[src/hdl/spcg_pkg.sv]
// Shared types and constants for the scan point cluster gate.
// No dependencies; imported by spcg_div and scan_point_cluster_gate.
`default_nettype none

package spcg_pkg;

	// Saturating coordinate sum width and centroid width
	localparam int SUM_W  = 42;
	localparam int MEAN_W = 32;
	localparam int CELL_W = 16;
	localparam int EXT_W  = 6;
	localparam int LBL_W  = 16;

	// Configuration port
	localparam int ADDR_W = 4;
	localparam int DATA_W = 32;

	localparam logic [1:0] REG_GAP_CELLS      = 2'd0;
	localparam logic [1:0] REG_MIN_RANGE      = 2'd1;
	localparam logic [1:0] REG_MAX_RANGE_EXCL = 2'd2;
	localparam logic [1:0] REG_MAX_AREA_EXCL  = 2'd3;

	localparam logic [3:0]  GAP_CELLS_RST      = 4'd4;
	localparam logic [5:0]  MIN_RANGE_RST      = 6'd2;
	localparam logic [5:0]  MAX_RANGE_EXCL_RST = 6'd17;
	localparam logic [11:0] MAX_AREA_EXCL_RST  = 12'd60;

	localparam logic [LBL_W-1:0] LABEL_FIRST = 16'd1;
	localparam logic [LBL_W-1:0] LABEL_SAT   = 16'hFFFF;

	typedef logic signed [SUM_W-1:0]  sum_t;
	typedef logic signed [MEAN_W-1:0] mean_t;

	typedef struct packed {
		logic signed [15:0] cell_x;
		logic signed [15:0] cell_y;
		logic signed [31:0] point_x;
		logic signed [31:0] point_y;
		logic signed [31:0] point_z;
		logic               scan_end;
	} in_word_t;

	typedef struct packed {
		logic [15:0]        cluster_label;
		logic [5:0]         extent_x;
		logic [5:0]         extent_y;
		logic signed [31:0] centroid_x;
		logic signed [31:0] centroid_y;
		logic signed [31:0] centroid_z;
		logic               last_of_scan;
	} out_word_t;

	// Divider status seen by the sequencer
	typedef struct packed {
		logic busy;
		logic done;
	} div_stat_t;

endpackage

`default_nettype wire

[src/hdl/scan_point_cluster_gate.sv]
// Scan point cluster gate: breakpoint clustering of laser scan points.
// Depends on spcg_pkg and spcg_div.
//
// Points arrive one word at a time in scan order. A point joins the open
// cluster while both of its cell label deltas to the previous point stay,
// in magnitude, below gap_cells and the cluster holds fewer than
// MAX_CLUSTER_POINTS points; otherwise the open cluster closes and the point
// opens a new one. A closed cluster yields one output word (label, cell
// extents, centroid truncated toward zero) only if both extents lie in
// [min_range, max_range_excl) and their product is below max_area_excl.
// A point flagged scan_end closes its own cluster too, so one input word may
// give up to two output words; last_of_scan marks the final one actually
// emitted, and the label count restarts at 1. Coordinate sums saturate at
// 42 bits. A cluster that the gate drops skips the divider; one that passes
// goes through the shared three-lane divider, one quotient bit a cycle, and
// then waits for the output register to free before its word is handed over.
// The input is not ready while a word is in work; a finished output word
// waits in its own register, so the next point is taken while it is still
// unread. Registers sit on an APB port at byte offsets 0, 4, 8 and 12 and
// should be written only while idle.
`default_nettype none

module scan_point_cluster_gate #(
	parameter int MAX_CLUSTER_POINTS = 1024
) (
	input  wire logic                          clk,
	input  wire logic                          arst_n,
	// Point words
	input  wire logic                          in_valid,
	output logic                               in_ready,
	input  wire spcg_pkg::in_word_t            in_word,
	// Cluster words
	output logic                               out_valid,
	input  wire logic                          out_ready,
	output spcg_pkg::out_word_t                out_word,
	// Configuration
	input  wire logic                          psel,
	input  wire logic                          penable,
	input  wire logic                          pwrite,
	input  wire logic [spcg_pkg::ADDR_W-1:0]   paddr,
	input  wire logic [spcg_pkg::DATA_W-1:0]   pwdata,
	output logic [spcg_pkg::DATA_W-1:0]        prdata,
	output logic                               pready
);
	import spcg_pkg::*;

	// Count must be able to hold the cluster limit itself
	localparam int CNT_W = $clog2(MAX_CLUSTER_POINTS + 1);
	localparam logic [CNT_W-1:0] CNT_MAX = CNT_W'(MAX_CLUSTER_POINTS);

	typedef enum logic [2:0] {
		ST_IDLE,
		ST_JOIN,
		ST_CHECK,
		ST_DIV,
		ST_PUT,
		ST_NEXT
	} state_t;

	// ------------------------------------------------------------------
	// Configuration registers
	// ------------------------------------------------------------------
	logic [3:0]  gap_cells_q;
	logic [5:0]  min_range_q;
	logic [5:0]  max_range_q;
	logic [11:0] max_area_q;
	logic        cfg_wr;

	assign pready = 1'b1;
	assign cfg_wr = psel && penable && pwrite;

	always_ff @(posedge clk or negedge arst_n) begin
		if (!arst_n) begin
			gap_cells_q <= GAP_CELLS_RST;
			min_range_q <= MIN_RANGE_RST;
			max_range_q <= MAX_RANGE_EXCL_RST;
			max_area_q  <= MAX_AREA_EXCL_RST;
		end else if (cfg_wr) begin
			case (paddr[3:2])
				REG_GAP_CELLS:      gap_cells_q <= pwdata[3:0];
				REG_MIN_RANGE:      min_range_q <= pwdata[5:0];
				REG_MAX_RANGE_EXCL: max_range_q <= pwdata[5:0];
				REG_MAX_AREA_EXCL:  max_area_q  <= pwdata[11:0];
				default: ;
			endcase
		end
	end

	always_comb begin
		case (paddr[3:2])
			REG_GAP_CELLS:      prdata = DATA_W'(gap_cells_q);
			REG_MIN_RANGE:      prdata = DATA_W'(min_range_q);
			REG_MAX_RANGE_EXCL: prdata = DATA_W'(max_range_q);
			REG_MAX_AREA_EXCL:  prdata = DATA_W'(max_area_q);
			default:            prdata = '0;
		endcase
	end

	// ------------------------------------------------------------------
	// Sequencer and open-cluster state
	// ------------------------------------------------------------------
	state_t            state_q;
	in_word_t          pt_q;          // point in work
	logic              end_phase_q;   // checking the end-of-scan cluster
	logic              last_flag_q;   // last_of_scan for the word being built
	logic              open_q;
	logic [CELL_W-1:0] prev_x_q;
	logic [CELL_W-1:0] prev_y_q;
	logic [CNT_W-1:0]  count_q;
	logic signed [CELL_W-1:0] min_x_q;
	logic signed [CELL_W-1:0] max_x_q;
	logic signed [CELL_W-1:0] min_y_q;
	logic signed [CELL_W-1:0] max_y_q;
	sum_t              sum_x_q;
	sum_t              sum_y_q;
	sum_t              sum_z_q;
	logic [LBL_W-1:0]  label_q;
	logic [EXT_W-1:0]  ext_x_q;
	logic [EXT_W-1:0]  ext_y_q;
	logic              out_valid_q;
	out_word_t         out_q;

	// Saturating add of a 32-bit coordinate into a 42-bit sum
	function automatic sum_t sat_add(sum_t s, logic signed [31:0] v);
		logic signed [SUM_W:0] r;
		r = {s[SUM_W-1], s} + (SUM_W+1)'(v);
		if (r[SUM_W] != r[SUM_W-1])
			return r[SUM_W] ? {1'b1, {(SUM_W-1){1'b0}}} : {1'b0, {(SUM_W-1){1'b1}}};
		else
			return r[SUM_W-1:0];
	endfunction

	// Join test against the previous point
	logic signed [CELL_W:0] dx, dy;
	logic [CELL_W:0]        adx, ady;
	logic                   join_ok;

	always_comb begin
		dx  = {pt_q.cell_x[CELL_W-1], pt_q.cell_x} - {prev_x_q[CELL_W-1], prev_x_q};
		dy  = {pt_q.cell_y[CELL_W-1], pt_q.cell_y} - {prev_y_q[CELL_W-1], prev_y_q};
		adx = dx[CELL_W] ? (CELL_W+1)'(-dx) : (CELL_W+1)'(dx);
		ady = dy[CELL_W] ? (CELL_W+1)'(-dy) : (CELL_W+1)'(dy);
		join_ok = open_q && (adx < (CELL_W+1)'(gap_cells_q))
		          && (ady < (CELL_W+1)'(gap_cells_q)) && (count_q < CNT_MAX);
	end

	// Acceptance gate on the open cluster's extents
	logic [CELL_W:0]  ext_x, ext_y;
	logic [11:0]      area;
	logic             range_x_ok, range_y_ok, gate_ok, single_ok;

	always_comb begin
		ext_x = ({max_x_q[CELL_W-1], max_x_q} - {min_x_q[CELL_W-1], min_x_q}) + 1'b1;
		ext_y = ({max_y_q[CELL_W-1], max_y_q} - {min_y_q[CELL_W-1], min_y_q}) + 1'b1;
		range_x_ok = (ext_x >= (CELL_W+1)'(min_range_q)) && (ext_x < (CELL_W+1)'(max_range_q));
		range_y_ok = (ext_y >= (CELL_W+1)'(min_range_q)) && (ext_y < (CELL_W+1)'(max_range_q));
		area       = ext_x[EXT_W-1:0] * ext_y[EXT_W-1:0];
		gate_ok    = range_x_ok && range_y_ok && (area < max_area_q);
		// A freshly opened cluster of one point is 1 by 1 cells
		single_ok  = (min_range_q <= 6'd1) && (max_range_q > 6'd1) && (max_area_q > 12'd1);
	end

	// Shared divider for the three centroids
	div_stat_t div_stat;
	mean_t     mean_x, mean_y, mean_z;
	logic      div_start;

	assign div_start = (state_q == ST_CHECK) && gate_ok;

	spcg_div #(
		.CNT_W (CNT_W)
	) u_div (
		.clk    (clk),
		.arst_n (arst_n),
		.start  (div_start),
		.sum_x  (sum_x_q),
		.sum_y  (sum_y_q),
		.sum_z  (sum_z_q),
		.count  (count_q),
		.stat   (div_stat),
		.mean_x (mean_x),
		.mean_y (mean_y),
		.mean_z (mean_z)
	);

	logic put_ok;
	assign put_ok   = !out_valid_q || out_ready;
	assign in_ready = (state_q == ST_IDLE);

	always_ff @(posedge clk or negedge arst_n) begin
		if (!arst_n) begin
			state_q     <= ST_IDLE;
			pt_q        <= '0;
			end_phase_q <= 1'b0;
			last_flag_q <= 1'b0;
			open_q      <= 1'b0;
			prev_x_q    <= '0;
			prev_y_q    <= '0;
			count_q     <= '0;
			min_x_q     <= '0;
			max_x_q     <= '0;
			min_y_q     <= '0;
			max_y_q     <= '0;
			sum_x_q     <= '0;
			sum_y_q     <= '0;
			sum_z_q     <= '0;
			label_q     <= LABEL_FIRST;
			ext_x_q     <= '0;
			ext_y_q     <= '0;
			out_valid_q <= 1'b0;
		end else begin
			// Present a finished word, or drop the flag once the word is taken
			if (state_q == ST_PUT && put_ok)
				out_valid_q <= 1'b1;
			else if (out_ready)
				out_valid_q <= 1'b0;

			case (state_q)
				ST_IDLE: begin
					if (in_valid) begin
						pt_q    <= in_word;
						state_q <= ST_JOIN;
					end
				end

				ST_JOIN: begin
					prev_x_q <= pt_q.cell_x;
					prev_y_q <= pt_q.cell_y;
					if (join_ok) begin
						// Grow the open cluster
						count_q <= count_q + 1'b1;
						if (pt_q.cell_x < min_x_q) min_x_q <= pt_q.cell_x;
						if (pt_q.cell_x > max_x_q) max_x_q <= pt_q.cell_x;
						if (pt_q.cell_y < min_y_q) min_y_q <= pt_q.cell_y;
						if (pt_q.cell_y > max_y_q) max_y_q <= pt_q.cell_y;
						sum_x_q <= sat_add(sum_x_q, pt_q.point_x);
						sum_y_q <= sat_add(sum_y_q, pt_q.point_y);
						sum_z_q <= sat_add(sum_z_q, pt_q.point_z);
					end else if (!open_q) begin
						// Open a fresh cluster on this point
						open_q  <= 1'b1;
						count_q <= CNT_W'(1);
						min_x_q <= pt_q.cell_x;
						max_x_q <= pt_q.cell_x;
						min_y_q <= pt_q.cell_y;
						max_y_q <= pt_q.cell_y;
						sum_x_q <= SUM_W'(pt_q.point_x);
						sum_y_q <= SUM_W'(pt_q.point_y);
						sum_z_q <= SUM_W'(pt_q.point_z);
					end

					if (!join_ok && open_q) begin
						// Close the old cluster first; it is the last word only if
						// the single-point end cluster behind it will be dropped
						end_phase_q <= 1'b0;
						last_flag_q <= pt_q.scan_end && !single_ok;
						state_q     <= ST_CHECK;
					end else if (pt_q.scan_end) begin
						end_phase_q <= 1'b1;
						last_flag_q <= 1'b1;
						state_q     <= ST_CHECK;
					end else begin
						state_q <= ST_IDLE;
					end
				end

				ST_CHECK: begin
					ext_x_q <= ext_x[EXT_W-1:0];
					ext_y_q <= ext_y[EXT_W-1:0];
					state_q <= gate_ok ? ST_DIV : ST_NEXT;
				end

				ST_DIV: begin
					if (div_stat.done)
						state_q <= ST_PUT;
				end

				ST_PUT: begin
					// Hold until the output register is free
					if (put_ok)
						state_q <= ST_NEXT;
				end

				ST_NEXT: begin
					if (end_phase_q) begin
						// Scan over: drop the cluster, restart the label count
						open_q  <= 1'b0;
						label_q <= LABEL_FIRST;
						state_q <= ST_IDLE;
					end else begin
						if (label_q != LABEL_SAT)
							label_q <= label_q + 1'b1;
						count_q <= CNT_W'(1);
						min_x_q <= pt_q.cell_x;
						max_x_q <= pt_q.cell_x;
						min_y_q <= pt_q.cell_y;
						max_y_q <= pt_q.cell_y;
						sum_x_q <= SUM_W'(pt_q.point_x);
						sum_y_q <= SUM_W'(pt_q.point_y);
						sum_z_q <= SUM_W'(pt_q.point_z);
						if (pt_q.scan_end) begin
							end_phase_q <= 1'b1;
							last_flag_q <= 1'b1;
							state_q     <= ST_CHECK;
						end else begin
							state_q <= ST_IDLE;
						end
					end
				end

				default: state_q <= ST_IDLE;
			endcase
		end
	end

	// Output word; load only as the register is handed a new word
	always_ff @(posedge clk) begin
		if (state_q == ST_PUT && put_ok) begin
			out_q.cluster_label <= label_q;
			out_q.extent_x      <= ext_x_q;
			out_q.extent_y      <= ext_y_q;
			out_q.centroid_x    <= mean_x;
			out_q.centroid_y    <= mean_y;
			out_q.centroid_z    <= mean_z;
			out_q.last_of_scan  <= last_flag_q;
		end
	end

	assign out_valid = out_valid_q;
	assign out_word  = out_q;

	// ------------------------------------------------------------------
	// Checks
	// ------------------------------------------------------------------
	a_div_idle_when_ready: assert property (@(posedge clk) disable iff (!arst_n)
		in_ready |-> !div_stat.busy)
		else $error("divider busy while taking a new point");

	a_done_in_div: assert property (@(posedge clk) disable iff (!arst_n)
		div_stat.done |-> (state_q == ST_DIV))
		else $error("divider finished outside the wait state");

	a_count_bounds: assert property (@(posedge clk) disable iff (!arst_n)
		open_q |-> (count_q != '0 && count_q <= CNT_MAX))
		else $error("open cluster point count out of bounds");

	a_min_le_max: assert property (@(posedge clk) disable iff (!arst_n)
		(min_x_q <= max_x_q) && (min_y_q <= max_y_q))
		else $error("cluster cell bounds crossed");

	a_put_free: assert property (@(posedge clk) disable iff (!arst_n)
		(state_q == ST_PUT && put_ok) |=> out_valid_q)
		else $error("finished cluster word not presented");

	a_label_nonzero: assert property (@(posedge clk) disable iff (!arst_n)
		label_q != '0)
		else $error("cluster label reached zero");

endmodule

`default_nettype wire

[src/hdl/spcg_div.sv]
// Three-lane restoring divider: signed sums over an unsigned point count.
// One quotient bit per lane per cycle; depends on spcg_pkg.
`default_nettype none

module spcg_div #(
	parameter int CNT_W = 11
) (
	input  wire logic              clk,
	input  wire logic              arst_n,
	input  wire logic              start,
	input  wire spcg_pkg::sum_t    sum_x,
	input  wire spcg_pkg::sum_t    sum_y,
	input  wire spcg_pkg::sum_t    sum_z,
	input  wire logic [CNT_W-1:0]  count,
	output spcg_pkg::div_stat_t    stat,
	output spcg_pkg::mean_t        mean_x,
	output spcg_pkg::mean_t        mean_y,
	output spcg_pkg::mean_t        mean_z
);
	import spcg_pkg::*;

	localparam int LANES = 3;
	localparam int STEP_W = $clog2(SUM_W);

	logic [SUM_W-1:0] acc_q [LANES];
	logic [CNT_W-1:0] rem_q [LANES];
	logic             neg_q [LANES];
	logic [CNT_W-1:0] den_q;
	logic [STEP_W-1:0] step_q;
	logic             busy_q;
	logic             done_q;

	sum_t             sum_in [LANES];
	logic [SUM_W-1:0] mag_in [LANES];
	logic [CNT_W:0]   trial  [LANES];
	logic [CNT_W:0]   diff   [LANES];
	logic             take   [LANES];
	mean_t            mean_o [LANES];

	assign sum_in[0] = sum_x;
	assign sum_in[1] = sum_y;
	assign sum_in[2] = sum_z;

	always_comb begin
		for (int i = 0; i < LANES; i++) begin
			mag_in[i] = sum_in[i][SUM_W-1] ? SUM_W'(-sum_in[i]) : SUM_W'(sum_in[i]);
			trial[i]  = {rem_q[i], acc_q[i][SUM_W-1]};
			diff[i]   = trial[i] - {1'b0, den_q};
			take[i]   = trial[i] >= {1'b0, den_q};
			mean_o[i] = neg_q[i] ? MEAN_W'(-acc_q[i][MEAN_W-1:0])
			                     : MEAN_W'(acc_q[i][MEAN_W-1:0]);
		end
	end

	always_ff @(posedge clk or negedge arst_n) begin
		if (!arst_n) begin
			busy_q <= 1'b0;
			done_q <= 1'b0;
			step_q <= '0;
		end else begin
			done_q <= 1'b0;
			if (start) begin
				busy_q <= 1'b1;
				step_q <= '0;
			end else if (busy_q) begin
				step_q <= step_q + 1'b1;
				if (step_q == STEP_W'(SUM_W - 1)) begin
					busy_q <= 1'b0;
					done_q <= 1'b1;
				end
			end
		end
	end

	// Shift quotient bits into the dividend register as it drains
	always_ff @(posedge clk) begin
		if (start) begin
			den_q <= count;
			for (int i = 0; i < LANES; i++) begin
				acc_q[i] <= mag_in[i];
				rem_q[i] <= '0;
				neg_q[i] <= sum_in[i][SUM_W-1];
			end
		end else if (busy_q) begin
			for (int i = 0; i < LANES; i++) begin
				acc_q[i] <= {acc_q[i][SUM_W-2:0], take[i]};
				rem_q[i] <= take[i] ? diff[i][CNT_W-1:0] : trial[i][CNT_W-1:0];
			end
		end
	end

	assign stat.busy = busy_q;
	assign stat.done = done_q;
	assign mean_x    = mean_o[0];
	assign mean_y    = mean_o[1];
	assign mean_z    = mean_o[2];

endmodule

`default_nettype wire

[config.mk]
export PLATFORM = sky130hd
export DESIGN_NAME = scan_point_cluster_gate
export DESIGN_NICKNAME = d
export VERILOG_FILES = /design/src/hdl/spcg_pkg.sv /design/src/hdl/scan_point_cluster_gate.sv /design/src/hdl/spcg_div.sv
export SDC_FILE = /design/constraint.sdc
export NUM_CORES = 2
export LEC_CHECK = 0
export ABC_AREA = 1
export BUFFER_PORTS_ARGS = -buffer_cell sky130_fd_sc_hd__buf_2
export CAP_MARGIN = 30
export CORE_MARGIN = 5
export CORE_UTILIZATION = 60
export DETAILED_ROUTE_END_ITERATION = 8
export PLACE_DENSITY_LB_ADDON = 0.12
export SKIP_CTS_REPAIR_TIMING = 1
export SYNTH_ARGS = -nofsm -noshare
export SYNTH_HDL_FRONTEND = slang
export SYNTH_SLANG_ARGS = --single-unit
[constraint.sdc]
create_clock -name clk -period 17.3 [get_ports clk]
set_input_delay 0.865 -clock clk [delete_from_list [all_inputs] [get_ports clk]]
set_output_delay 0.865 -clock clk [all_outputs]
set_load 0.05 [all_outputs]
==> impl_results.md <==
* Run status: completed
* Clock buffers created by TritonCTS at 81
* Vias per std cell at 5.54
* Routed wire length per instance at 16.9 um
* Post-synthesis instance area at 53300 um2
* Max-cap violations at 0
* Worst skew pair latency at 0.68 ns
* Clock Tree Root: sky130_fd_sc_hd__clkbuf_16
* Highest attainable clock frequency at 98.9 MHz
* Unrepaired setup endpoints after global routing: no
* Most frequent standard cell in the layout excluding fill and tap cells: sky130_fd_sc_hd__nand2_1
* Slowest cell on the critical path: sky130_fd_sc_hd__buf_4
* Largest delay share family, worst path: adder cells
* Distinct cells, synth at 58
* Pin count of the biggest net entering global routing at 87
* Die height at 308 um
* Count of clock tree sinks at 731
* Number of core rows at 109
* Global-route met1 utilization at 40.7%
* Boundary Pins at 332
* Width of the die at 308 um
* Cell count after synthesis at 7007
* Maximum level of the CTS H-tree at 3
* Remaining antenna violation count after routing at 0
* Transition time at the pin with the least slew margin at 0.971 ns
* First-pass detailed-route iteration total at 8
* Core occupancy in the finished layout at 66.1%
* Type of origin of the critical path: register
* Data arrival time at the worst-slack endpoint at 10.50 ns
* Ys Warns at 0
* Final setup violation count at 0
* Post-synthesis sequential area ratio at 37.1%
* Starting Density at 60.4%
* Most heavily used metal layer in global routing: met2
* Synthesized area per cell at 7.61 um2
* Overflow after GRT at 0
* Crit path largest cell delay at 0.75 ns
* GR Util met3 at 4.20%
* Critical path endpoint category: register
* Total GRT Usage at 29.7%
* Most common cell on crit path: sky130_fd_sc_hd__inv_1
* Synth Flop Type: sky130_fd_sc_hd__dfrtp_1
* Count of unresolved DRC violations after routing at 0
* Longest Clk Path Bufs at 3
* Clock slew at the register clock pins of the worst setup and hold paths at 0.06 ns
* Filler cell count at 7842
* Final critical delay including setup and external delays at 10.11 ns
* Placeable Area at 88400 um2
* Kind of critical path: reg2reg
* Worst slew margin relative to its limit at 35.3%
* WP data required at 17.69 ns
* Sum of buffers and inverters on the critical path at 8
* Synth Register Bits at 731
* CP max FO at 84
* TNS Setup at 0 ns
* GPL Wtd Cong at 0.950
* Area of all placed cells without fillers at 58400 um2
* Commonest cells after routing, fill and taps aside: 2169 x sky130_fd_sc_hd__nand2_1, 794 x sky130_fd_sc_hd__inv_1, 548 x sky130_fd_sc_hd__nor2_1
* Class of the worst hold path: in2async
* Setup skew after layout at 0.0254 ns
* Vias at 46854
* Post-synthesis async set-or-reset flop share at 59.2%
* Clock tree from TritonCTS: yes
* Final max-slew violation count at 0
* Area delta synth->final at 9.44%
* Area of the die at 95000 um2
* Number of diodes at 0
* EDFF count, synth at 298
* Inst Count DP at 8305
* Fin. Hold Viols at 0
* GR Layer Usage met2 at 49.1%
* Reg area at 19800 um2
* Number of input and output port buffers inserted at 288
* HPWL Detailed at 107 mm
* Multi-input combinational cell area at 29500 um2
* Count of non-filler cells in the finished layout at 8458
* Total Routed Length at 143 mm
* First-pass GRT wire length at 233 mm
* Final layout net count at 7809
* Ratio of final minimum period to clock period at 58.4%
* Vias in the first global route at 45585
* Layout cells sized above 1 at 9.08%
* Placed Instance Area at 55600 um2
* Number of antenna violations at the first check in global routing at 1
* Drt initial violations at 3535
## layout make-up
cell class	count	area share, %
clock inverters	46	0.772
inverters	804	5.18
clock buffers	106	3.90
repair buffers	332	3.20
flip-flops and latches	731	33.9
well taps	1165	2.50
multi-input cells	5274	50.6
## path summary, 6_finish.rpt
kind | start | endpoint | slack (ns) | depth (start not counted)
max in group asynchronous | arst_n | label_q[12]$_DFFE_PN0P_ | 15.10 | 3
worst min-delay path | arst_n | pt_q[11]$_DFFE_PN0P_ | 0.12 | 1
worst max-delay path | min_y_q[1]$_DFFE_PN0P_ | u_div.acc_q[0][109]$_DFFE_PP_ | 7.19 | 35
worst min register to register | ext_y_q[1]$_DFFE_PN0N_ | out_word[98]$_DFFE_PP_ | 0.45 | 0
worst max register to register | min_y_q[1]$_DFFE_PN0P_ | u_div.acc_q[0][109]$_DFFE_PP_ | 7.19 | 35
min in group clk | in_word[80] | pt_q[80]$_DFFE_PN0P_ | 0.42 | 2
## sequential cells by signal, summed over array words and instances, names as in the netlist, 11 cells and up
register / cells
pt_q: 129
u_div.acc_q: 126
out_word: 125
sum_x_q: 42
sum_y_q: 42
sum_z_q: 42
u_div.rem_q: 33
label_q: 16
max_x_q: 16
max_y_q: 16
min_x_q: 16
min_y_q: 16
prev_x_q: 16
prev_y_q: 16
max_area_q: 12
count_q: 11
u_div.den_q: 11
## logic make-up (layout without fill, tap and decap cells)
logic type                 count (synthesis)  count (layout)  synth area share (%)
AOI/OAI and AO/OA                       1004            1004                  10.4
xor gates and xnor gates                 386             386                  6.34
adders and majority gates                413             413                  10.1
buffers and inverters                   1021            1288                  7.79
DFF                                      731             731                  37.1
muxes                                    123             123                  2.60
other                                      2              21                0.0141
and+or+nand+nor                         3327            3327                  25.7
## metal layers
metal | share of wire (%) | vias up
li1 | - | 23410
met5 | 0.0091 | -
met1 | 45 | 21914
met4 | 3.2 | 2
met2 | 46 | 1258
met3 | 5.7 | 270
## synthesized netlist by cell type (5+ instances only)
| cell type | number | area (um2) |
|---|---|---|
| sky130_fd_sc_hd__or2_2 | 20 | 125 |
| sky130_fd_sc_hd__mux2_2 | 123 | 1390 |
| sky130_fd_sc_hd__edfxtp_1 | 298 | 8950 |
| sky130_fd_sc_hd__nor2_1 | 550 | 2060 |
| sky130_fd_sc_hd__o2111ai_1 | 10 | 87.6 |
| sky130_fd_sc_hd__dfstp_2 | 9 | 236 |
| sky130_fd_sc_hd__a31o_2 | 5 | 43.8 |
| sky130_fd_sc_hd__a31oi_1 | 47 | 294 |
| sky130_fd_sc_hd__nor3b_1 | 13 | 97.6 |
| sky130_fd_sc_hd__a21o_1 | 32 | 240 |
| sky130_fd_sc_hd__ha_1 | 386 | 4830 |
| sky130_fd_sc_hd__o21a_1 | 12 | 90.1 |
| sky130_fd_sc_hd__nor3_1 | 94 | 470 |
| sky130_fd_sc_hd__o31ai_1 | 8 | 60.1 |
| sky130_fd_sc_hd__inv_2 | 6 | 22.5 |
| sky130_fd_sc_hd__nand2_1 | 2172 | 8150 |
| sky130_fd_sc_hd__o221ai_1 | 8 | 70.1 |
| sky130_fd_sc_hd__nand3_1 | 241 | 1210 |
| sky130_fd_sc_hd__nand3b_1 | 26 | 195 |
| sky130_fd_sc_hd__fa_1 | 27 | 541 |
| sky130_fd_sc_hd__clkbuf_1 | 98 | 368 |
| sky130_fd_sc_hd__buf_2 | 51 | 255 |
| sky130_fd_sc_hd__buf_4 | 51 | 383 |
| sky130_fd_sc_hd__a21oi_1 | 348 | 1740 |
| sky130_fd_sc_hd__o21bai_1 | 23 | 173 |
| sky130_fd_sc_hd__and3_1 | 10 | 62.6 |
| sky130_fd_sc_hd__o21ai_0 | 450 | 2250 |
| sky130_fd_sc_hd__a211oi_1 | 12 | 90.1 |
| sky130_fd_sc_hd__o211ai_1 | 15 | 113 |
| sky130_fd_sc_hd__nand4_2 | 5 | 62.6 |
| sky130_fd_sc_hd__nand4_1 | 139 | 870 |
| sky130_fd_sc_hd__xor2_1 | 271 | 2370 |
| sky130_fd_sc_hd__a21boi_0 | 10 | 75.1 |
| sky130_fd_sc_hd__inv_1 | 794 | 2980 |
| sky130_fd_sc_hd__buf_1 | 7 | 26.3 |
| sky130_fd_sc_hd__nor4_1 | 30 | 188 |
| sky130_fd_sc_hd__dfrtp_1 | 424 | 10600 |
| sky130_fd_sc_hd__a221oi_1 | 10 | 87.6 |
| sky130_fd_sc_hd__nand2_2 | 6 | 37.5 |
| sky130_fd_sc_hd__xnor2_1 | 115 | 1010 |
| sky130_fd_sc_hd__buf_6 | 9 | 101 |
## stage by stage
stage          hold slack (ns)  setup slack (ns)
3_3_place_gp             0.428              7.40
6_report                 0.124              7.19
2_1_floorplan            0.425              7.16
5_1_grt                  0.162              6.30
3_5_place_dp             0.436              7.17
4_1_cts                  0.123              7.15
Power is not shown: default switching activity piles up to over one toggle a cycle in this logic, so the estimate is an artifact.
